--- src/rtl/xor_checksum_packet_deframer_assert.svh ---
// Assertion macros for the XOR checksum packet deframer.
// Used by modules that clock on clk_i and reset on rst_ni; no other dependencies.
`ifndef XOR_CHECKSUM_PACKET_DEFRAMER_ASSERT_SVH
`define XOR_CHECKSUM_PACKET_DEFRAMER_ASSERT_SVH
`ifndef SYNTHESIS
// Property holds on every clock edge outside reset.
`define XCD_ASSERT(lbl, prop, msg) \
  lbl: assert property (@(posedge clk_i) disable iff (!rst_ni) (prop)) else $error(msg);
// Consequent holds in the cycle after the antecedent.
`define XCD_ASSERT_NEXT(lbl, ante, cons, msg) \
  lbl: assert property (@(posedge clk_i) disable iff (!rst_ni) (ante) |=> (cons)) \
    else $error(msg);
`else
`define XCD_ASSERT(lbl, prop, msg)
`define XCD_ASSERT_NEXT(lbl, ante, cons, msg)
`endif
`endif

--- src/rtl/xcd_pkg.sv ---
// Shared types and constants of the XOR checksum packet deframer.
// No dependencies.
package xcd_pkg;

  localparam int unsigned MaxPayload = 32;
  localparam int unsigned BufAddrW   = $clog2(MaxPayload);
  localparam int unsigned LenW       = 6;
  localparam int unsigned TicksW     = 17;
  localparam int unsigned CfgIdxW    = 1;
  localparam int unsigned CfgDataW   = 17;

  localparam logic [7:0]        MarkerReset  = 8'hAA;
  localparam logic [TicksW-1:0] TimeoutReset = 17'd100000;

  typedef enum logic [2:0] {
    S_START,
    S_LENGTH,
    S_PAYLOAD,
    S_CHECK,
    S_DRAIN
  } xcd_state_e;

  typedef enum logic [2:0] {
    STAT_OK        = 3'd0,
    STAT_BAD_START = 3'd1,
    STAT_BAD_CHECK = 3'd2,
    STAT_TIMEOUT   = 3'd3,
    STAT_TOO_LONG  = 3'd4
  } xcd_status_e;

  typedef enum logic [CfgIdxW-1:0] {
    CFG_START_MARKER = 1'b0,
    CFG_TIMEOUT      = 1'b1
  } xcd_cfg_e;

  typedef struct packed {
    logic       func;
    logic [7:0] rx_byte;
  } xcd_in_t;

  typedef struct packed {
    logic [2:0]      status;
    logic [LenW-1:0] packet_length;
    logic [7:0]      data_byte;
    logic [4:0]      byte_index;
    logic            last;
  } xcd_out_t;

  typedef struct packed {
    logic                we;
    logic [BufAddrW-1:0] waddr;
    logic [7:0]          wdata;
    logic                re;
    logic [BufAddrW-1:0] raddr;
  } xcd_mem_req_t;

endpackage

--- src/rtl/xor_checksum_packet_deframer.sv ---
// Top level of the XOR checksum packet deframer.
// Depends on xcd_pkg, xcd_buf and xcd_ctrl.

// Deframes start/length/payload/checksum packets from a stream of words, each
// either a received byte or one time tick. While the block is receiving, it
// takes one input word per cycle whenever its result register is free, and a
// word causes at most one result. A packet whose checksum matches is then
// played out of the payload buffer one byte per cycle while the result
// register is free: the read for byte k+1 is issued in the same cycle byte k
// is loaded into the result register, and input is held off until the last
// byte is loaded. The single-port read of the payload buffer sets that drain
// rate. Errors (bad start, length too large, checksum mismatch, timeout) each
// give one result with last set and restart the frame. The payload buffer has
// no reset; every entry that is played out is written before it is read, and
// reads and writes never target the buffer in the same cycle, so no
// forwarding is needed. Config writes are meant for idle periods; a new
// timeout value takes effect at the next reload of the tick counter.
module xor_checksum_packet_deframer (
  input  logic                          clk_i,
  input  logic                          rst_ni,
  input  logic                          cfg_we_i,
  input  logic [xcd_pkg::CfgIdxW-1:0]   cfg_idx_i,
  input  logic [xcd_pkg::CfgDataW-1:0]  cfg_data_i,
  input  logic                          in_valid_i,
  output logic                          in_ready_o,
  input  xcd_pkg::xcd_in_t              in_word_i,
  output logic                          out_valid_o,
  input  logic                          out_ready_i,
  output xcd_pkg::xcd_out_t             out_word_o
);
  import xcd_pkg::*;

  xcd_mem_req_t mem_req;
  logic [7:0]   mem_rd_data;

  // frame FSM, timeout counter and result register
  xcd_ctrl u_ctrl (
    .clk_i         (clk_i),
    .rst_ni        (rst_ni),
    .cfg_we_i      (cfg_we_i),
    .cfg_idx_i     (cfg_idx_i),
    .cfg_data_i    (cfg_data_i),
    .in_valid_i    (in_valid_i),
    .in_ready_o    (in_ready_o),
    .in_word_i     (in_word_i),
    .out_valid_o   (out_valid_o),
    .out_ready_i   (out_ready_i),
    .out_word_o    (out_word_o),
    .mem_req_o     (mem_req),
    .mem_rd_data_i (mem_rd_data)
  );

  // payload storage, registered read data
  xcd_buf u_buf (
    .clk_i     (clk_i),
    .req_i     (mem_req),
    .rd_data_o (mem_rd_data)
  );

endmodule

--- src/rtl/xcd_buf.sv ---
// Payload buffer: one write port, one read port, registered read data.
// Depends on xcd_pkg for depth and request struct.
module xcd_buf (
  input  logic                  clk_i,
  input  xcd_pkg::xcd_mem_req_t req_i,
  output logic [7:0]            rd_data_o
);
  import xcd_pkg::*;

  logic [7:0] mem_q [MaxPayload];

  always_ff @(posedge clk_i) begin
    if (req_i.we) begin
      mem_q[req_i.waddr] <= req_i.wdata;
    end
  end

  always_ff @(posedge clk_i) begin
    if (req_i.re) begin
      rd_data_o <= mem_q[req_i.raddr];
    end
  end

endmodule

--- src/rtl/xcd_ctrl.sv ---
// Frame sequencer: config registers, timeout counter, frame FSM, drain and result register.
// Depends on xcd_pkg and the assertion macro header; drives the payload buffer.
module xcd_ctrl (
  input  logic                          clk_i,
  input  logic                          rst_ni,
  input  logic                          cfg_we_i,
  input  logic [xcd_pkg::CfgIdxW-1:0]   cfg_idx_i,
  input  logic [xcd_pkg::CfgDataW-1:0]  cfg_data_i,
  input  logic                          in_valid_i,
  output logic                          in_ready_o,
  input  xcd_pkg::xcd_in_t              in_word_i,
  output logic                          out_valid_o,
  input  logic                          out_ready_i,
  output xcd_pkg::xcd_out_t             out_word_o,
  output xcd_pkg::xcd_mem_req_t         mem_req_o,
  input  logic [7:0]                    mem_rd_data_i
);
  import xcd_pkg::*;

  `include "xor_checksum_packet_deframer_assert.svh"

  logic [7:0]          marker_q;
  logic [TicksW-1:0]   timeout_q;
  xcd_state_e          state_q, state_d;
  logic [TicksW-1:0]   ticks_q, ticks_d;
  logic [LenW-1:0]     exp_len_q, exp_len_d;
  logic [LenW-1:0]     cnt_q, cnt_d;
  logic [7:0]          xor_q, xor_d;
  logic [BufAddrW-1:0] drain_idx_q, drain_idx_d;
  logic                out_valid_q, out_valid_d;
  xcd_out_t            out_q;

  logic       out_free, in_acc, drain_go, drain_last, res_vld;
  logic [7:0] rx;
  logic [LenW-1:0] cnt_inc;
  xcd_out_t   res;

  assign out_free   = !out_valid_q || out_ready_i;
  assign in_ready_o = (state_q != S_DRAIN) && out_free;
  assign in_acc     = in_valid_i && in_ready_o;
  assign drain_go   = (state_q == S_DRAIN) && out_free;
  assign rx         = in_word_i.rx_byte;
  assign cnt_inc    = cnt_q + LenW'(1);
  assign drain_last = (LenW'(drain_idx_q) + LenW'(1)) == exp_len_q;

  // config writes
  always_ff @(posedge clk_i or negedge rst_ni) begin
    if (!rst_ni) begin
      marker_q  <= MarkerReset;
      timeout_q <= TimeoutReset;
    end else if (cfg_we_i) begin
      case (cfg_idx_i)
        CFG_START_MARKER: marker_q  <= cfg_data_i[7:0];
        CFG_TIMEOUT:      timeout_q <= cfg_data_i[TicksW-1:0];
        default:          ;
      endcase
    end
  end

  // next state
  always_comb begin
    state_d     = state_q;
    ticks_d     = ticks_q;
    exp_len_d   = exp_len_q;
    cnt_d       = cnt_q;
    xor_d       = xor_q;
    drain_idx_d = drain_idx_q;
    if (in_acc) begin
      if (in_word_i.func) begin
        if (ticks_q <= TicksW'(1)) begin
          ticks_d = timeout_q;
          state_d = S_START;
        end else begin
          ticks_d = ticks_q - TicksW'(1);
        end
      end else begin
        ticks_d = timeout_q;
        case (state_q)
          S_START: begin
            if (rx == marker_q) state_d = S_LENGTH;
          end
          S_LENGTH: begin
            if (rx > 8'(MaxPayload)) begin
              state_d = S_START;
            end else begin
              exp_len_d = rx[LenW-1:0];
              xor_d     = rx;
              cnt_d     = '0;
              state_d   = (rx == 8'd0) ? S_CHECK : S_PAYLOAD;
            end
          end
          S_PAYLOAD: begin
            xor_d = xor_q ^ rx;
            cnt_d = cnt_inc;
            if (cnt_inc >= exp_len_q) state_d = S_CHECK;
          end
          S_CHECK: begin
            if (rx != xor_q || exp_len_q == '0) begin
              state_d = S_START;
            end else begin
              state_d     = S_DRAIN;
              drain_idx_d = '0;
            end
          end
          default: state_d = state_q;
        endcase
      end
    end
    if (drain_go) begin
      if (drain_last) state_d = S_START;
      else            drain_idx_d = drain_idx_q + BufAddrW'(1);
    end
  end

  // result word and buffer access
  always_comb begin
    res        = '0;
    res.last   = 1'b1;
    res_vld    = 1'b0;
    mem_req_o  = '0;
    if (in_acc) begin
      if (in_word_i.func) begin
        if (ticks_q <= TicksW'(1)) begin
          res_vld    = 1'b1;
          res.status = STAT_TIMEOUT;
        end
      end else begin
        case (state_q)
          S_START: begin
            if (rx != marker_q) begin
              res_vld    = 1'b1;
              res.status = STAT_BAD_START;
            end
          end
          S_LENGTH: begin
            if (rx > 8'(MaxPayload)) begin
              res_vld    = 1'b1;
              res.status = STAT_TOO_LONG;
            end
          end
          S_PAYLOAD: begin
            mem_req_o.we    = 1'b1;
            mem_req_o.waddr = cnt_q[BufAddrW-1:0];
            mem_req_o.wdata = rx;
          end
          S_CHECK: begin
            if (rx != xor_q) begin
              res_vld    = 1'b1;
              res.status = STAT_BAD_CHECK;
            end else if (exp_len_q == '0) begin
              res_vld    = 1'b1;
              res.status = STAT_OK;
            end else begin
              // prefetch byte 0 for the drain
              mem_req_o.re    = 1'b1;
              mem_req_o.raddr = '0;
            end
          end
          default: ;
        endcase
      end
    end
    if (drain_go) begin
      res_vld           = 1'b1;
      res.status        = STAT_OK;
      res.packet_length = exp_len_q;
      res.data_byte     = mem_rd_data_i;
      res.byte_index    = 5'(drain_idx_q);
      res.last          = drain_last;
      mem_req_o.re      = 1'b1;
      mem_req_o.raddr   = drain_idx_q + BufAddrW'(1);
    end
  end

  always_comb begin
    out_valid_d = out_valid_q;
    if (res_vld)          out_valid_d = 1'b1;
    else if (out_ready_i) out_valid_d = 1'b0;
  end

  always_ff @(posedge clk_i or negedge rst_ni) begin
    if (!rst_ni) begin
      state_q     <= S_START;
      ticks_q     <= TimeoutReset;
      exp_len_q   <= '0;
      cnt_q       <= '0;
      xor_q       <= '0;
      drain_idx_q <= '0;
      out_valid_q <= 1'b0;
    end else begin
      state_q     <= state_d;
      ticks_q     <= ticks_d;
      exp_len_q   <= exp_len_d;
      cnt_q       <= cnt_d;
      xor_q       <= xor_d;
      drain_idx_q <= drain_idx_d;
      out_valid_q <= out_valid_d;
    end
  end

  always_ff @(posedge clk_i) begin
    if (res_vld) out_q <= res;
  end

  assign out_valid_o = out_valid_q;
  assign out_word_o  = out_q;

  `XCD_ASSERT(a_drain_in_range, (state_q != S_DRAIN) || (LenW'(drain_idx_q) < exp_len_q), "drain index past packet length")
  `XCD_ASSERT(a_payload_in_range, (state_q != S_PAYLOAD) || (cnt_q < exp_len_q), "payload count past expected length")
  `XCD_ASSERT_NEXT(a_drain_ends, drain_go && drain_last, (state_q == S_START) && out_valid_q && out_q.last, "drain did not close on last byte")

endmodule

--- config.mk ---
export PLATFORM = sky130hd
export DESIGN_NAME = xor_checksum_packet_deframer
export DESIGN_NICKNAME = d
export VERILOG_FILES = /design/src/rtl/xcd_pkg.sv /design/src/rtl/xor_checksum_packet_deframer.sv /design/src/rtl/xcd_buf.sv /design/src/rtl/xcd_ctrl.sv
export VERILOG_INCLUDE_DIRS = /design/src /design/src/rtl
export SDC_FILE = /design/constraint.sdc
export NUM_CORES = 1
export LEC_CHECK = 0
export ABC_AREA = 0
export BUFFER_PORTS_ARGS = -buffer_cell sky130_fd_sc_hd__buf_2
export CORE_MARGIN = 2
export CORE_UTILIZATION = 60
export CTS_BUF_LIST = sky130_fd_sc_hd__clkbuf_4 sky130_fd_sc_hd__clkbuf_8
export DETAILED_ROUTE_END_ITERATION = 10
export PLACE_DENSITY = 0.74
export SETUP_SLACK_MARGIN = 0.15
export SYNTH_ARGS = -nofsm -noshare
export SYNTH_HDL_FRONTEND = slang
export SYNTH_SLANG_ARGS = --single-unit
--- constraint.sdc ---
create_clock -name clk_i -period 4.4 [get_ports clk_i]
set_input_delay 0.22 -clock clk_i [delete_from_list [all_inputs] [get_ports clk_i]]
set_output_delay 0.22 -clock clk_i [all_outputs]
set_load 0.03 [all_outputs]
==> metrics list <==
* Clock tree from TritonCTS: yes
* Final critical path time including I/O delays and setup: 3.448 ns
* Maximum number of pins on one net before global-route repair: 54
* Maximum level of the CTS H-tree: 2
- The initial antenna violation count is 1.
- Required time worst endpoint: 4.79 ns
* Number of max-slew violations in the final report: 0
- Leaving out fill and tap cells, the most frequent cell in the layout is sky130_fd_sc_hd__edfxtp_1.
- Counting along the longest clock path gives a buffer depth of 3.
* Critical path class: reg2reg
- STA puts the critical path data arrival time at 3.84 ns.
- Across the routed clock network, the largest skew measured is 0.02498 ns.
- After synthesis the cells add up to 0.01532 mm².
- Clock tree synthesis inserted a total of 56 buffers.
* Number of register bits inferred by synthesis: 358
- Of all nets on the critical path, the largest fanout is 23.
- Placement Setup Slack: 1.048 ns
- Area inside the core boundary: 0.02511 mm²
- In this run the critical register-to-register path is launched from u_ctrl.state_q[1].
* Cell variety after synth: 69
- Clock-pin slew of the registers on the worst-case setup and hold paths: 0.07 ns
- Final estimated routing congestion in global placement: 0.9782
* Vias in the first global route: 9766
- Overall power consumption after layout is estimated at 6.749 mW.
* Count of TritonRoute iterations in the first routing pass: 6
* Antenna violation net count after detailed routing: 0
- Static timing analysis puts the maximum clock frequency at 290.0 MHz.
- Worst Max-Slew Pin Slew: 1.020 ns
- Post-CTS timing repair inserted 0 buffers for setup.
* Die area: 0.02683 mm²
* Setup TNS: 0 ns
* Post-DP Area: 0.01598 mm²
- Smallest setup slack after layout: 0.9520 ns
* Number of warnings reported in the yosys synthesis log: 0
* Synthesized area divided by synthesized cell count: 14.40 µm²
- When the netlist entered floorplanning its net count stood at 1106.
- Fraction of final layout cells sized beyond drive strength 1: 21.94%
- Counting every instance in the synthesized netlist gives 1064.
- Tightest Hold Check Type: in2reg
- Drc violations: 0
* Most used DFF post-synth: sky130_fd_sc_hd__edfxtp_1
- Using the TritonRoute via totals, the vias-per-cell ratio works out to 6.404.
- Summing the sequential cell areas from Yosys gives 67.97% of the chip area.
- In this run the tool buffered the top-level ports with 56 buffer cells.
- The cell sitting at the root of the clock tree is a sky130_fd_sc_hd__clkbuf_8.
- Critical path capture point type: flip-flop
- Worst slew margin relative to its limit: 31.73%
- Hold Path Origin: in_word_i[8]
- The worst register-to-register path has a depth of 8.
* Pwr per Cell Area: 390.3 mW/mm²
- The number of hold violations in the final report is 0.
- The endpoint identified for the worst register-to-register timing path is u_buf.rd_data_o[0].
* Via count: 9849
- The wire-length estimate of the detail-placed layout is 23760 µm.
- Run status: finished, final reports clean
* Final-layout fill cell count: 1780
- The number of antenna diodes in the final layout is 0.
- LEAKAGE: 5.848 nW
- Maxcap violations: 0
- X dimension of the die: 163.8 µm
* Total wire length after detailed routing: 37470 µm
- Clock latency on the worst-skew pair: 0.60 ns
- With fillers left out, the area of the finished cells amounts to 0.01729 mm².
- Final cycle utilization of the critical path: 78.36%
* Peak ir drop on the vdd network: 0.0002738 V
- The worst hold path was traced through 4 stages.
- In the global route stage, overall resource usage came out at 28.81%.
- Num ports: 57
* Startpoint kind of the worst setup timing path: flip-flop
- Iteration-0 DRC Markers: 1249
- The area growth from synthesis to layout is 12.84%.
* Cell Rows: 58
- The first global-routing pass estimated 57230 µm of wire.
- Yosys mapped a number of flops with a built-in enable equal to 287.
* Share of synthesized flip-flops with an asynchronous set or reset: 19.83%
- The floorplan step set the die height to 163.8 µm.
- Leading cell types in the layout, fill and taps excluded: sky130_fd_sc_hd__edfxtp_1 (287), sky130_fd_sc_hd__nor2_1 (84), sky130_fd_sc_hd__nand2_1 (60), sky130_fd_sc_hd__clkbuf_8 (58), sky130_fd_sc_hd__buf_2 (56)
- Unrepaired setup endpoints after global routing: false
- Reg-to-reg slack, setup: 0.95 ns
* Sink of the worst hold path: u_ctrl.state_q[1]
* Final setup viols: 0
* Detail-routed net length per standard cell: 24.36 µm
* TritonCTS sink count: 358
- After global routing the overflow that remains totals 0.
- Initial core utilization: 61.03%
* Layout net count: 1207
==> synthesized netlist by cell type (4+ instances only) <==
cell | n | share of area [%]
sky130_fd_sc_hd__xor2_1 | 16 | 0.91
sky130_fd_sc_hd__buf_2 | 15 | 0.49
sky130_fd_sc_hd__mux2_2 | 39 | 2.9
sky130_fd_sc_hd__a211oi_1 | 18 | 0.88
sky130_fd_sc_hd__o211ai_1 | 12 | 0.59
sky130_fd_sc_hd__nor3_1 | 24 | 0.78
sky130_fd_sc_hd__ha_1 | 10 | 0.82
sky130_fd_sc_hd__o31ai_1 | 4 | 0.20
sky130_fd_sc_hd__a2111oi_0 | 4 | 0.23
sky130_fd_sc_hd__nand3b_1 | 6 | 0.29
sky130_fd_sc_hd__dfstp_2 | 16 | 2.7
sky130_fd_sc_hd__edfxtp_1 | 287 | 56
sky130_fd_sc_hd__o21ai_0 | 47 | 1.5
sky130_fd_sc_hd__mux4_2 | 27 | 4.0
sky130_fd_sc_hd__mux2i_1 | 27 | 1.8
sky130_fd_sc_hd__o22ai_1 | 13 | 0.53
sky130_fd_sc_hd__nor2b_1 | 8 | 0.33
sky130_fd_sc_hd__and3_1 | 17 | 0.69
sky130_fd_sc_hd__nand3_1 | 34 | 1.1
sky130_fd_sc_hd__inv_1 | 11 | 0.27
sky130_fd_sc_hd__o21a_1 | 7 | 0.34
sky130_fd_sc_hd__a21oi_1 | 40 | 1.3
sky130_fd_sc_hd__nor4_1 | 10 | 0.41
sky130_fd_sc_hd__a21o_1 | 4 | 0.20
sky130_fd_sc_hd__nand2_1 | 60 | 1.5
sky130_fd_sc_hd__clkbuf_1 | 43 | 1.1
sky130_fd_sc_hd__or4_1 | 5 | 0.24
sky130_fd_sc_hd__or3_1 | 5 | 0.20
sky130_fd_sc_hd__a311oi_1 | 5 | 0.29
sky130_fd_sc_hd__nand2b_1 | 4 | 0.16
sky130_fd_sc_hd__xnor2_1 | 21 | 1.2
sky130_fd_sc_hd__nor2_1 | 84 | 2.1
sky130_fd_sc_hd__dfrtp_1 | 55 | 9.0
sky130_fd_sc_hd__and2_1 | 11 | 0.45
sky130_fd_sc_hd__o221ai_1 | 16 | 0.91
sky130_fd_sc_hd__buf_1 | 5 | 0.12
sky130_fd_sc_hd__nand4_1 | 6 | 0.24
==> critical path, cell delays in order, from the launching register on <==
cell and delay (ns):
sky130_fd_sc_hd__dfrtp_1 0.51, sky130_fd_sc_hd__nor3b_2 0.20, sky130_fd_sc_hd__buf_4 0.24, sky130_fd_sc_hd__nand3_2 0.62, sky130_fd_sc_hd__buf_4 0.45, sky130_fd_sc_hd__mux2i_1 0.16
sky130_fd_sc_hd__o2111a_1 0.28, sky130_fd_sc_hd__or4_1 0.52, sky130_fd_sc_hd__o22ai_1 0.26
==> final cells by class <==
class / instances / area (µm²) / share of cell area (%)
Sequential cell: 358 / 10420 / 60.25
Clock inverter: 22 / 98.84 / 0.5716
Clock buffer: 79 / 955.9 / 5.528
Inverter: 11 / 41.29 / 0.2388
Multi-Input combinational cell: 630 / 4616 / 26.69
Timing Repair Buffer: 108 / 748.2 / 4.327
Tap cell: 330 / 412.9 / 2.388
==> worst max-delay path by stage <==
stage                            start            endpoint  slack, ns  cells after the start
global placement     u_ctrl.state_q[1]  u_buf.rd_data_o[0]       1.06                      8
detailed placement   u_ctrl.state_q[1]  u_buf.rd_data_o[0]       1.05                      8
CTS                  u_ctrl.state_q[1]  u_buf.rd_data_o[0]       1.01                      8
finish               u_ctrl.state_q[1]  u_buf.rd_data_o[0]       0.95                      8
floorplan           u_ctrl.out_valid_o   u_buf.mem_q[7][0]       1.39                      7
global route        u_ctrl.out_valid_o  u_buf.rd_data_o[0]       0.87                      7
==> power by group <==
group | leakage, nW | total, mW | internal (mW) | switching (mW)
combinational | 1.98 | 0.290 | 0.127 | 0.163
sequential | 3.31 | 3.80 | 3.72 | 0.0810
clock | 0.564 | 2.66 | 1.40 | 1.26
==> per-stage QoR <==
| stage | hold WS (ns) | utilization, % | std cells |
|---|---|---|---|
| 2_1_floorplan | -0.07559 | - | 1064 |
| 3_3_place_gp | 0.4302 | 63.63 | 1411 |
| 3_5_place_dp | 0.4361 | 63.63 | 1411 |
| 4_1_cts | 0.05499 | 68.87 | 1538 |
| 5_1_grt | 0.1265 | 68.87 | 1538 |
| 6_report | 0.09090 | 68.87 | 1538 |
==> registers in the layout, summed over array words and instances (netlist names), 8 cells and up <==
| name | flops |
|---|---|
| u_ctrl.marker_q | 8 |
| u_ctrl.xor_q | 8 |
| u_buf.rd_data_o | 8 |
| u_ctrl.ticks_q | 17 |
| u_buf.mem_q | 256 |
| u_ctrl.timeout_q | 17 |
| u_ctrl.out_word_o | 23 |
==> kinds of logic after synthesis <==
logic type               after synthesis  synth area share, %
flip-flops                           358                67.97
buffers and inverters                 76                2.082
XOR/XNOR                              40                2.564
AND/OR/NAND/NOR                      291                9.439
multiplexers                          93                8.598
adder cells (fa/ha/maj)               10               0.8165
AO/OA/AOI/OAI                        196                8.533
==> repair_timing <==
item	CTS	global route
endpoints found under the setup margin	0	0
hold buffers	26	0
gates resized for setup	0	0
hold endpoints to repair	68	0
==> layer usage <==
layer	global-route usage [%]	vias up	routed length, µm
met1	39.32	4828	14810
met3	5.783	114	3555
met5	0	-	0
li1	-	4322	-
met2	45.68	585	17500
met4	12.40	0	1613
Power figures use the tool's default switching activity.
